File: config.mk
export PLATFORM = sky130hd
export DESIGN_NAME = lru_mru_page_replacement
export DESIGN_NICKNAME = d
export VERILOG_FILES = /design/src/rtl/lmpr_pkg.sv /design/src/rtl/lru_mru_page_replacement.sv /design/src/rtl/lmpr_cell.sv
export VERILOG_INCLUDE_DIRS = /design/src /design/src/rtl
export SDC_FILE = /design/constraint.sdc
export NUM_CORES = 1
export LEC_CHECK = 0
export ABC_CLOCK_PERIOD_IN_PS = 4350
export BUFFER_PORTS_ARGS = -buffer_cell sky130_fd_sc_hd__clkbuf_2
export CAP_MARGIN = 30
export CORE_MARGIN = 3
export CORE_UTILIZATION = 39
export DETAILED_ROUTE_END_ITERATION = 7
export GPL_ROUTABILITY_DRIVEN = 0
export PLACE_DENSITY = 0.55
export SLEW_MARGIN = 15
export SYNTH_ARGS = -nofsm -noshare
export SYNTH_HDL_FRONTEND = slang
export SYNTH_HIERARCHICAL = 1
export SYNTH_SLANG_ARGS = --single-unit
File: constraint.sdc
create_clock -name clk -period 4.35 [get_ports clk]
set_input_delay 0.435 -clock clk [delete_from_list [all_inputs] [get_ports clk]]
set_output_delay 0.435 -clock clk [all_outputs]
set_load 0.05 [all_outputs]
File: src/rtl/lru_mru_page_replacement_defines.svh
// Assertion macros used by the page replacement top level.
`ifndef LRU_MRU_PAGE_REPLACEMENT_DEFINES_SVH
`define LRU_MRU_PAGE_REPLACEMENT_DEFINES_SVH

// Same-cycle implication, checked outside reset.
`define LMPR_ASSERT_IMP(lbl, clk, rst_n, ante, cons) \
    lbl: assert property (@(posedge clk) disable iff (!rst_n) (ante) |-> (cons)) \
        else $error("lmpr assertion failed");

// Next-cycle implication, checked outside reset.
`define LMPR_ASSERT_NXT(lbl, clk, rst_n, ante, cons) \
    lbl: assert property (@(posedge clk) disable iff (!rst_n) (ante) |=> (cons)) \
        else $error("lmpr assertion failed");

`endif

File: src/rtl/lmpr_pkg.sv
// Package with constants and types for the page replacement block.
`timescale 1ns / 1ps
`default_nettype none

package lmpr_pkg;

    localparam int STACK_DEPTH_DEF  = 8;
    localparam int PAGE_ID_BITS_DEF = 16;
    localparam int PAGE_ID_W        = 16;
    localparam int COUNT_W          = 32;

    localparam logic POLICY_LRU = 1'b0;
    localparam logic POLICY_MRU = 1'b1;

    // Control broadcast from the top level to every stack cell.
    typedef struct packed {
        logic accept;      // a reference is transferred this cycle
        logic hit;         // the reference matched a resident page
        logic miss_shift;  // on a miss, occupied cells shift toward the tail
    } cell_ctrl_t;

endpackage

`default_nettype wire

File: src/rtl/lru_mru_page_replacement.sv
// Top level of the LRU / MRU page replacement block.
`timescale 1ns / 1ps
`default_nettype none
`include "lru_mru_page_replacement_defines.svh"

// Usage:
// A page reference arrives on page_id with in_valid / in_ready; a transfer
// happens when both are high. Each reference gives exactly one result on the
// output channel (hit, evicted_valid, evicted_page, hit_count, fault_count)
// with out_valid / out_ready.
// The recency stack is a row of cells, head first. All cells compare the
// reference at once and shift toward the tail on the same edge: the result
// appears in the cycle after the input transfer, and one reference per cycle
// is sustained while the receiver keeps out_ready high.
// The result sits in an output register. While the receiver stalls,
// in_ready is low and the stack and counters hold their state.
// The policy register is written through cfg_we / cfg_wdata (0 = LRU,
// 1 = MRU) and takes effect from the next miss.
// Reset empties the stack, clears both counters, selects LRU and drops
// any pending result. Stack contents need no clearing since only occupied
// cells take part in a compare.
module lru_mru_page_replacement #(
    parameter int STACK_DEPTH  = lmpr_pkg::STACK_DEPTH_DEF,
    parameter int PAGE_ID_BITS = lmpr_pkg::PAGE_ID_BITS_DEF
) (
    input  wire logic                           clk,
    input  wire logic                           rst_n,
    input  wire logic                           cfg_we,
    input  wire logic                           cfg_wdata,
    input  wire logic                           in_valid,
    output logic                                in_ready,
    input  wire logic [lmpr_pkg::PAGE_ID_W-1:0] page_id,
    output logic                                out_valid,
    input  wire logic                           out_ready,
    output logic                                hit,
    output logic                                evicted_valid,
    output logic [lmpr_pkg::PAGE_ID_W-1:0]      evicted_page,
    output logic [lmpr_pkg::COUNT_W-1:0]        hit_count,
    output logic [lmpr_pkg::COUNT_W-1:0]        fault_count
);
    import lmpr_pkg::*;

    localparam int OCC_W = $clog2(STACK_DEPTH + 1);

    logic                    policy_reg;
    logic [OCC_W-1:0]        occ_reg, occ_next;
    logic [COUNT_W-1:0]      hits_reg, hits_next;
    logic [COUNT_W-1:0]      faults_reg, faults_next;
    logic                    out_valid_reg;
    logic                    hit_reg;
    logic                    ev_valid_reg;
    logic [PAGE_ID_W-1:0]    ev_page_reg;

    logic                    accept;
    logic                    full;
    logic                    hit_w;
    logic                    evict_w;
    logic [PAGE_ID_BITS-1:0] id_w;
    logic [PAGE_ID_BITS-1:0] victim_w;
    logic [STACK_DEPTH-1:0]  occupied;
    logic [STACK_DEPTH:0]    seen;
    logic [PAGE_ID_BITS-1:0] cell_data [STACK_DEPTH];
    cell_ctrl_t              ctrl;

    assign in_ready = !out_valid_reg || out_ready;
    assign accept   = in_valid && in_ready;
    assign id_w     = PAGE_ID_BITS'(page_id);
    assign full     = (occ_reg == OCC_W'(STACK_DEPTH));

    assign seen[0] = 1'b0;
    assign hit_w   = seen[STACK_DEPTH];
    assign evict_w = !hit_w && full;

    assign ctrl.accept     = accept;
    assign ctrl.hit        = hit_w;
    assign ctrl.miss_shift = !full || (policy_reg == POLICY_LRU);

    genvar k;
    generate
        for (k = 0; k < STACK_DEPTH; k++)
        begin : g_cell
            assign occupied[k] = (occ_reg > OCC_W'(k));
            if (k == 0)
            begin : g_head
                lmpr_cell #(
                    .PAGE_ID_BITS (PAGE_ID_BITS),
                    .HEAD         (1'b1)
                ) u_cell (
                    .clk           (clk),
                    .ctrl          (ctrl),
                    .ref_id        (id_w),
                    .occupied      (occupied[k]),
                    .prev_occupied (1'b1),
                    .prev_data     (id_w),
                    .seen_in       (seen[k]),
                    .seen_out      (seen[k+1]),
                    .data          (cell_data[k])
                );
            end
            else
            begin : g_body
                lmpr_cell #(
                    .PAGE_ID_BITS (PAGE_ID_BITS),
                    .HEAD         (1'b0)
                ) u_cell (
                    .clk           (clk),
                    .ctrl          (ctrl),
                    .ref_id        (id_w),
                    .occupied      (occupied[k]),
                    .prev_occupied (occupied[k-1]),
                    .prev_data     (cell_data[k-1]),
                    .seen_in       (seen[k]),
                    .seen_out      (seen[k+1]),
                    .data          (cell_data[k])
                );
            end
        end
    endgenerate

    // MRU drops the head page; LRU drops the tail page.
    assign victim_w = (policy_reg == POLICY_MRU) ? cell_data[0] : cell_data[STACK_DEPTH-1];

    always_comb
    begin
        occ_next    = occ_reg;
        hits_next   = hits_reg;
        faults_next = faults_reg;
        if (accept)
        begin
            if (hit_w)
            begin
                if (hits_reg != '1)
                begin
                    hits_next = hits_reg + COUNT_W'(1);
                end
            end
            else
            begin
                if (faults_reg != '1)
                begin
                    faults_next = faults_reg + COUNT_W'(1);
                end
                if (!full)
                begin
                    occ_next = occ_reg + OCC_W'(1);
                end
            end
        end
    end

    always_ff @(posedge clk or negedge rst_n)
    begin
        if (!rst_n)
        begin
            policy_reg    <= POLICY_LRU;
            occ_reg       <= '0;
            hits_reg      <= '0;
            faults_reg    <= '0;
            out_valid_reg <= 1'b0;
        end
        else
        begin
            if (cfg_we)
            begin
                policy_reg <= cfg_wdata;
            end
            occ_reg    <= occ_next;
            hits_reg   <= hits_next;
            faults_reg <= faults_next;
            if (accept)
            begin
                out_valid_reg <= 1'b1;
            end
            else if (out_ready)
            begin
                out_valid_reg <= 1'b0;
            end
        end
    end

    always_ff @(posedge clk)
    begin
        if (accept)
        begin
            hit_reg      <= hit_w;
            ev_valid_reg <= evict_w;
            ev_page_reg  <= evict_w ? PAGE_ID_W'(victim_w) : '0;
        end
    end

    assign out_valid     = out_valid_reg;
    assign hit           = hit_reg;
    assign evicted_valid = ev_valid_reg;
    assign evicted_page  = ev_page_reg;
    // Counters only move on an input transfer, which also reloads the output.
    assign hit_count     = hits_reg;
    assign fault_count   = faults_reg;

    `LMPR_ASSERT_IMP(a_occ_bound, clk, rst_n, 1'b1, occ_reg <= OCC_W'(STACK_DEPTH))
    `LMPR_ASSERT_NXT(a_fill_grows, clk, rst_n, accept && !hit_w && !full, occ_reg == $past(occ_reg) + OCC_W'(1))
    `LMPR_ASSERT_NXT(a_hit_counts, clk, rst_n, accept && hit_w && hits_reg != '1, hits_reg == $past(hits_reg) + COUNT_W'(1))
    `LMPR_ASSERT_IMP(a_evict_fault, clk, rst_n, out_valid_reg && ev_valid_reg, !hit_reg && faults_reg != '0)

endmodule

`default_nettype wire

File: src/rtl/lmpr_cell.sv
// One entry of the recency stack: holds a page id, compares it and shifts.
`timescale 1ns / 1ps
`default_nettype none

module lmpr_cell #(
    parameter int  PAGE_ID_BITS = 16,
    parameter bit  HEAD         = 1'b0
) (
    input  wire logic                     clk,
    input  wire lmpr_pkg::cell_ctrl_t     ctrl,
    input  wire logic [PAGE_ID_BITS-1:0]  ref_id,
    input  wire logic                     occupied,
    input  wire logic                     prev_occupied,
    input  wire logic [PAGE_ID_BITS-1:0]  prev_data,
    input  wire logic                     seen_in,
    output logic                          seen_out,
    output logic [PAGE_ID_BITS-1:0]       data
);
    import lmpr_pkg::*;

    logic [PAGE_ID_BITS-1:0] data_reg;
    logic                    match;
    logic                    load;

    assign match    = occupied && (data_reg == ref_id);
    assign seen_out = seen_in || match;

    // On a hit, every cell in front of the matching one shifts by one place.
    // On a miss, occupied cells shift unless an MRU eviction reuses the head.
    // The head always takes the new reference.
    assign load = ctrl.accept &&
                  (ctrl.hit ? !seen_in : ((ctrl.miss_shift && prev_occupied) || HEAD));

    always_ff @(posedge clk)
    begin
        if (load)
        begin
            data_reg <= prev_data;
        end
    end

    assign data = data_reg;

endmodule

`default_nettype wire
**After elaboration in Yosys (flattened, before gate mapping)**

Cells that the tools add are included.

- Register bits: 216
- Input port bits: 22
- Output and inout port bits: 84
- Word-level logic and storage cells: 98

- Add/subtract/negate cells: 3
- Order comparisons: 8
- Equality and inequality tests: 11
- Muxes and demuxes: 10
- Bitwise operators: 3
- Reductions and logical operators: 47

Operators with widths:

| operator | number |
|---|---|
| 16-bit == test | 8 |
| 32-bit by 1-bit adder with 32-bit output, second input constant | 2 |
| 32-bit != test, second input constant | 2 |
| 1-bit logical AND | 24 |
| 4-bit by 3-bit greater-than comparator with 1-bit output, second input constant | 4 |
| 16-bit 2-to-1 mux | 1 |
| 1-bit logical NOT | 10 |
| 1-bit logical OR | 9 |
| 1-bit 2-to-1 mux | 9 |
| 3-bit AND reduction | 3 |
| 4-bit by 1-bit greater-than comparator with 1-bit output, second input constant | 2 |
| 4-bit by 2-bit greater-than comparator with 1-bit output, second input constant | 2 |
| 4-bit by 1-bit adder with 4-bit output, second input constant | 1 |
| 4-bit == test, second input constant | 1 |
| 1-bit inverter | 3 |
| 2-bit nonzero test | 1 |

**Depth between registers and ports, before layout**

- Word-level depth: 11
- Mapped depth: 16
- Mapped depth without buffers: 16

**Modules after synthesis**

The synthesis kept the hierarchy.

Modules (own cells, without submodules):

| module | times used | cells each | area each (µm²) | seq. area each (µm²) |
|---|---|---|---|---|
| lmpr_cell at g_cell[1].g_body.u_cell ... | 7 | 41 | 679.4 | 480.5 |
| lru_mru_page_replacement | 1 | 396 | 4,330.4 | 2,292.2 |
| lmpr_cell at g_cell[0].g_head.u_cell | 1 | 39 | 666.9 | 480.5 |

**Least setup slack after synthesis**

Ideal clock, no wire load.

- Kind: register to register
- Start: register occ_reg[0]
- End: register faults_reg[30], in the netlist fault_count[30]
- Library setup time: 145 ps
- Arrival time: 3,777 ps
- Data required time: 4,205 ps
- Slack: 428 ps
- Stages on the path, launching flop included: 17
- Path buffers: 0
- Period minus slack after synthesis: 3,922 ps
- Cell sequence: dfrtp_1 > inv_1 > ha_1 > nand2_1 > a41o_1 > a41o_1 > a41o_1 > a41o_1 > a41o_1 > a41o_1 > a41o_1 > a41o_1 > nand2b_1 > nor3_1 > o2111ai_2 > nor4b_1 > xor2_1

RTL lines:

| item | line | RTL |
|---|---|---|
| start: declaration | lru_mru_page_replacement.sv:46 | `logic [OCC_W-1:0] occ_reg, occ_next;` |
| start signal: assignment | lru_mru_page_replacement.sv:167 | `occ_reg <= occ_next;` |
| end signal: assignment | lru_mru_page_replacement.sv:169 | `faults_reg <= faults_next;` |
| end: declaration | lru_mru_page_replacement.sv:48 | `logic [COUNT_W-1:0] faults_reg, faults_next;` |

==> results list <==
* Outcome: finished, final reports clean
* Fin util: 47.73%
* Total global routing overflow: 0
- At the worst endpoint, the arrival time is 4440 ps.
- Data on the critical path is required at its endpoint by 4710 ps.
* Via density per instance: 5.107
* FF-to-FF setup slack: 270 ps
- CTS Buf Count: 25
- Min-Delay Path Class: in2reg
- Ratio of cells with drive above 1 in the final layout: 22.09%
- The cell sitting at the root of the clock tree is a sky130_fd_sc_hd__clkbuf_16.
- The total count of max-transition violations in the final report was 0.
- Number of instances in the placed design: 1177
* P_leak: 0.004666 uW
- The smallest clock period supported by the final layout is computed as 4083 ps.
- Crit path capture type: flip-flop
- Synthesis produced a netlist whose cell count is 721.
- Area of the die: 26930 sq um
* Final count of hold timing violations: 0
- TritonCTS built the clock tree.
- The number of antenna violations at the first check in global routing was 1.
* Cell Rows: 57
* Die width: 164.1 um
* # Max-Cap Violations: 0
- Routed Antenna Nets: 0
- First-pass GRT wire length: 36370 um
- Net count reported at finish: 912
* Detailed router's first-iteration violation count: 335
- RSZ-0062 raised after global routing: no
* R2R depth: 14
- On the final layout, the worst clock skew is 8.233 ps.
- Measured against its own limit, the worst slew margin works out to 48.89%.
- Number of fillers in the final layout: 2208
- Synthesis-to-layout area growth: 19.75%
* Clock Path Buffers: 3
* Boundary pin count: 106
- For the worst-skew pair, the clock arrives at the later sink with an insertion delay of 510 ps.
- Buffers added on ports: 105
- The floorplan step set the die height to 164.1 um.
* Clock transition at the registers of the reported paths: 60 ps
- Share of the cycle needed by the critical path after routing: 93.86%
- Total length of routed wires: 22910 um
- The number of global-route vias before repair is 6488.
- First drt pass iteration count: 4
* Origin of the critical flop-to-flop path: occ_reg[0]$_DFFE_PN0P_
* Remaining DRCs: 0
- Number of endpoints failing setup at the final stage: 0
- Fin Setup TNS: 0 ps
- The critical path starts at occ_reg[0]$_DFFE_PN0P_.
- In this run the worst setup path terminates at evicted_page[7]$_SDFFCE_PN0P_.
- Across every metal layer, demand over resource in global routing totals 17.35%.
* Flip-flop count of the largest register after layout: 112
- Pin count of the biggest net entering global routing: 39
- Final non-filler cell total: 1225
- Total of warnings raised by yosys: 6
* Via count: 6256
- In this run the number of H-tree levels came out at 1.
- IR analysis of the VDD net gives a maximum drop of 0.0004017 V.
* Placeable core region: 24460 sq um
* Average instance area after synthesis: 13.52 sq um
- The endpoint identified for the worst register-to-register timing path is evicted_page[7]$_SDFFCE_PN0P_.
* Starting utilization of the core area: 39.85%
- After detailed routing, the average wire length per cell comes to 18.70 um.
- Detailed placement ended at an HPWL of 16710 um.
- Largest fanout on the critical path: 17
- The critical path is of the reg2reg type.
- Syn Std Cell Area: 9749 sq um
- Antenna cell count: 0
* Worst Tran Pin Value: 766.6 ps
* Fmax: 244.9 MHz
- STA classifies the critical path startpoint as a flip-flop.
- The clock net in this run drives a total of 216 sinks.
- For this design the ratio of total power to cell area is 472.1 nW/um^2.
## worst min-delay path by stage
stage	to	startpoint	cells past startpoint	slack [ps]
finish	policy_reg$_DFFE_PN0P_	cfg_wdata	2	160
global route	policy_reg$_DFFE_PN0P_	cfg_wdata	2	160
CTS	hit_count[3]$_DFFE_PN0P_	rst_n	1	30
detailed placement	g_cell[5].g_body.u_cell/data[0]$_DFFE_PP_	g_cell[4].g_body.u_cell/data[0]$_DFFE_PP_	0	450
global placement	g_cell[4].g_body.u_cell/data[7]$_DFFE_PP_	g_cell[3].g_body.u_cell/data[7]$_DFFE_PP_	0	450
floorplan	fault_count[0]$_DFFE_PN0P_	rst_n	0	140
## placed cells by master, fill, tap and decap left out, drive strengths merged, types with 29 or more instances in the layout
| master | n |
|---|---|
| dfrtp | 70 |
| xnor2 | 123 |
| clkbuf | 138 |
| nor2 | 45 |
| edfxtp | 146 |
| xor2 | 66 |
| nand3 | 29 |
| buf | 39 |
| nand2 | 39 |
| nand4 | 39 |
## area by class of cell
class	instances	area [sq um]	area share, %
inverters	12	45.04	0.3858
multi-input cells	484	3517	30.13
clock buffers	34	669.4	5.734
well taps	324	405.4	3.472
clock inverters	11	56.30	0.4823
flip-flops and latches	216	6136	52.56
repair buffers	144	845.8	7.245
## layer usage
| layer | up-vias | global-route usage [%] | part of all wire, % |
|---|---|---|---|
| met5 | - | 0 | 0.057 |
| met4 | 2 | 4.114 | 1.7 |
| met3 | 38 | 3.228 | 5.9 |
| met2 | 186 | 29.05 | 48 |
| met1 | 3103 | 23.49 | 44 |
| li1 | 2927 | - | - |
## metrics by stage
stage          cell area, sq um  power, uW  setup slack (ps)  hold slack [ps]
6_report                  11670       5512             267.1            160.8
5_1_grt                   11670       5793             29.71            157.3
4_1_cts                   11630       5580             252.4            33.52
3_5_place_dp              10910       3688             160.0            454.9
3_3_place_gp              10910       3657             267.9            452.1
2_1_floorplan              9753       3326             427.8            139.4
## worst max-delay path, stage by stage (launching register included)
cell and delay (ps):
sky130_fd_sc_hd__dfrtp_1 470, sky130_fd_sc_hd__inv_1 140, sky130_fd_sc_hd__ha_1 210, sky130_fd_sc_hd__nand2_1 120, sky130_fd_sc_hd__a41o_1 230, sky130_fd_sc_hd__a41o_1 230
sky130_fd_sc_hd__a41o_1 220, sky130_fd_sc_hd__a41o_1 230, sky130_fd_sc_hd__a41o_1 230, sky130_fd_sc_hd__a41o_1 230, sky130_fd_sc_hd__a41o_1 220, sky130_fd_sc_hd__a41o_1 250
sky130_fd_sc_hd__buf_4 210, sky130_fd_sc_hd__or3_1 690, sky130_fd_sc_hd__nor2_1 230
## repair_timing
item	CTS	global route
setup endpoints to repair	0	6
endpoints found under the hold margin	0	37
hold buffers	0	1
resized for setup	0	1
buffers inserted	0	1
## report_power, final
| part | internal, uW | switching (uW) |
|---|---|---|
| Combinational | 341 | 617 |
| Sequential | 2470 | 219 |
| Clock | 1070 | 794 |
No activity file was read; power rests on OpenSTA's default activity.
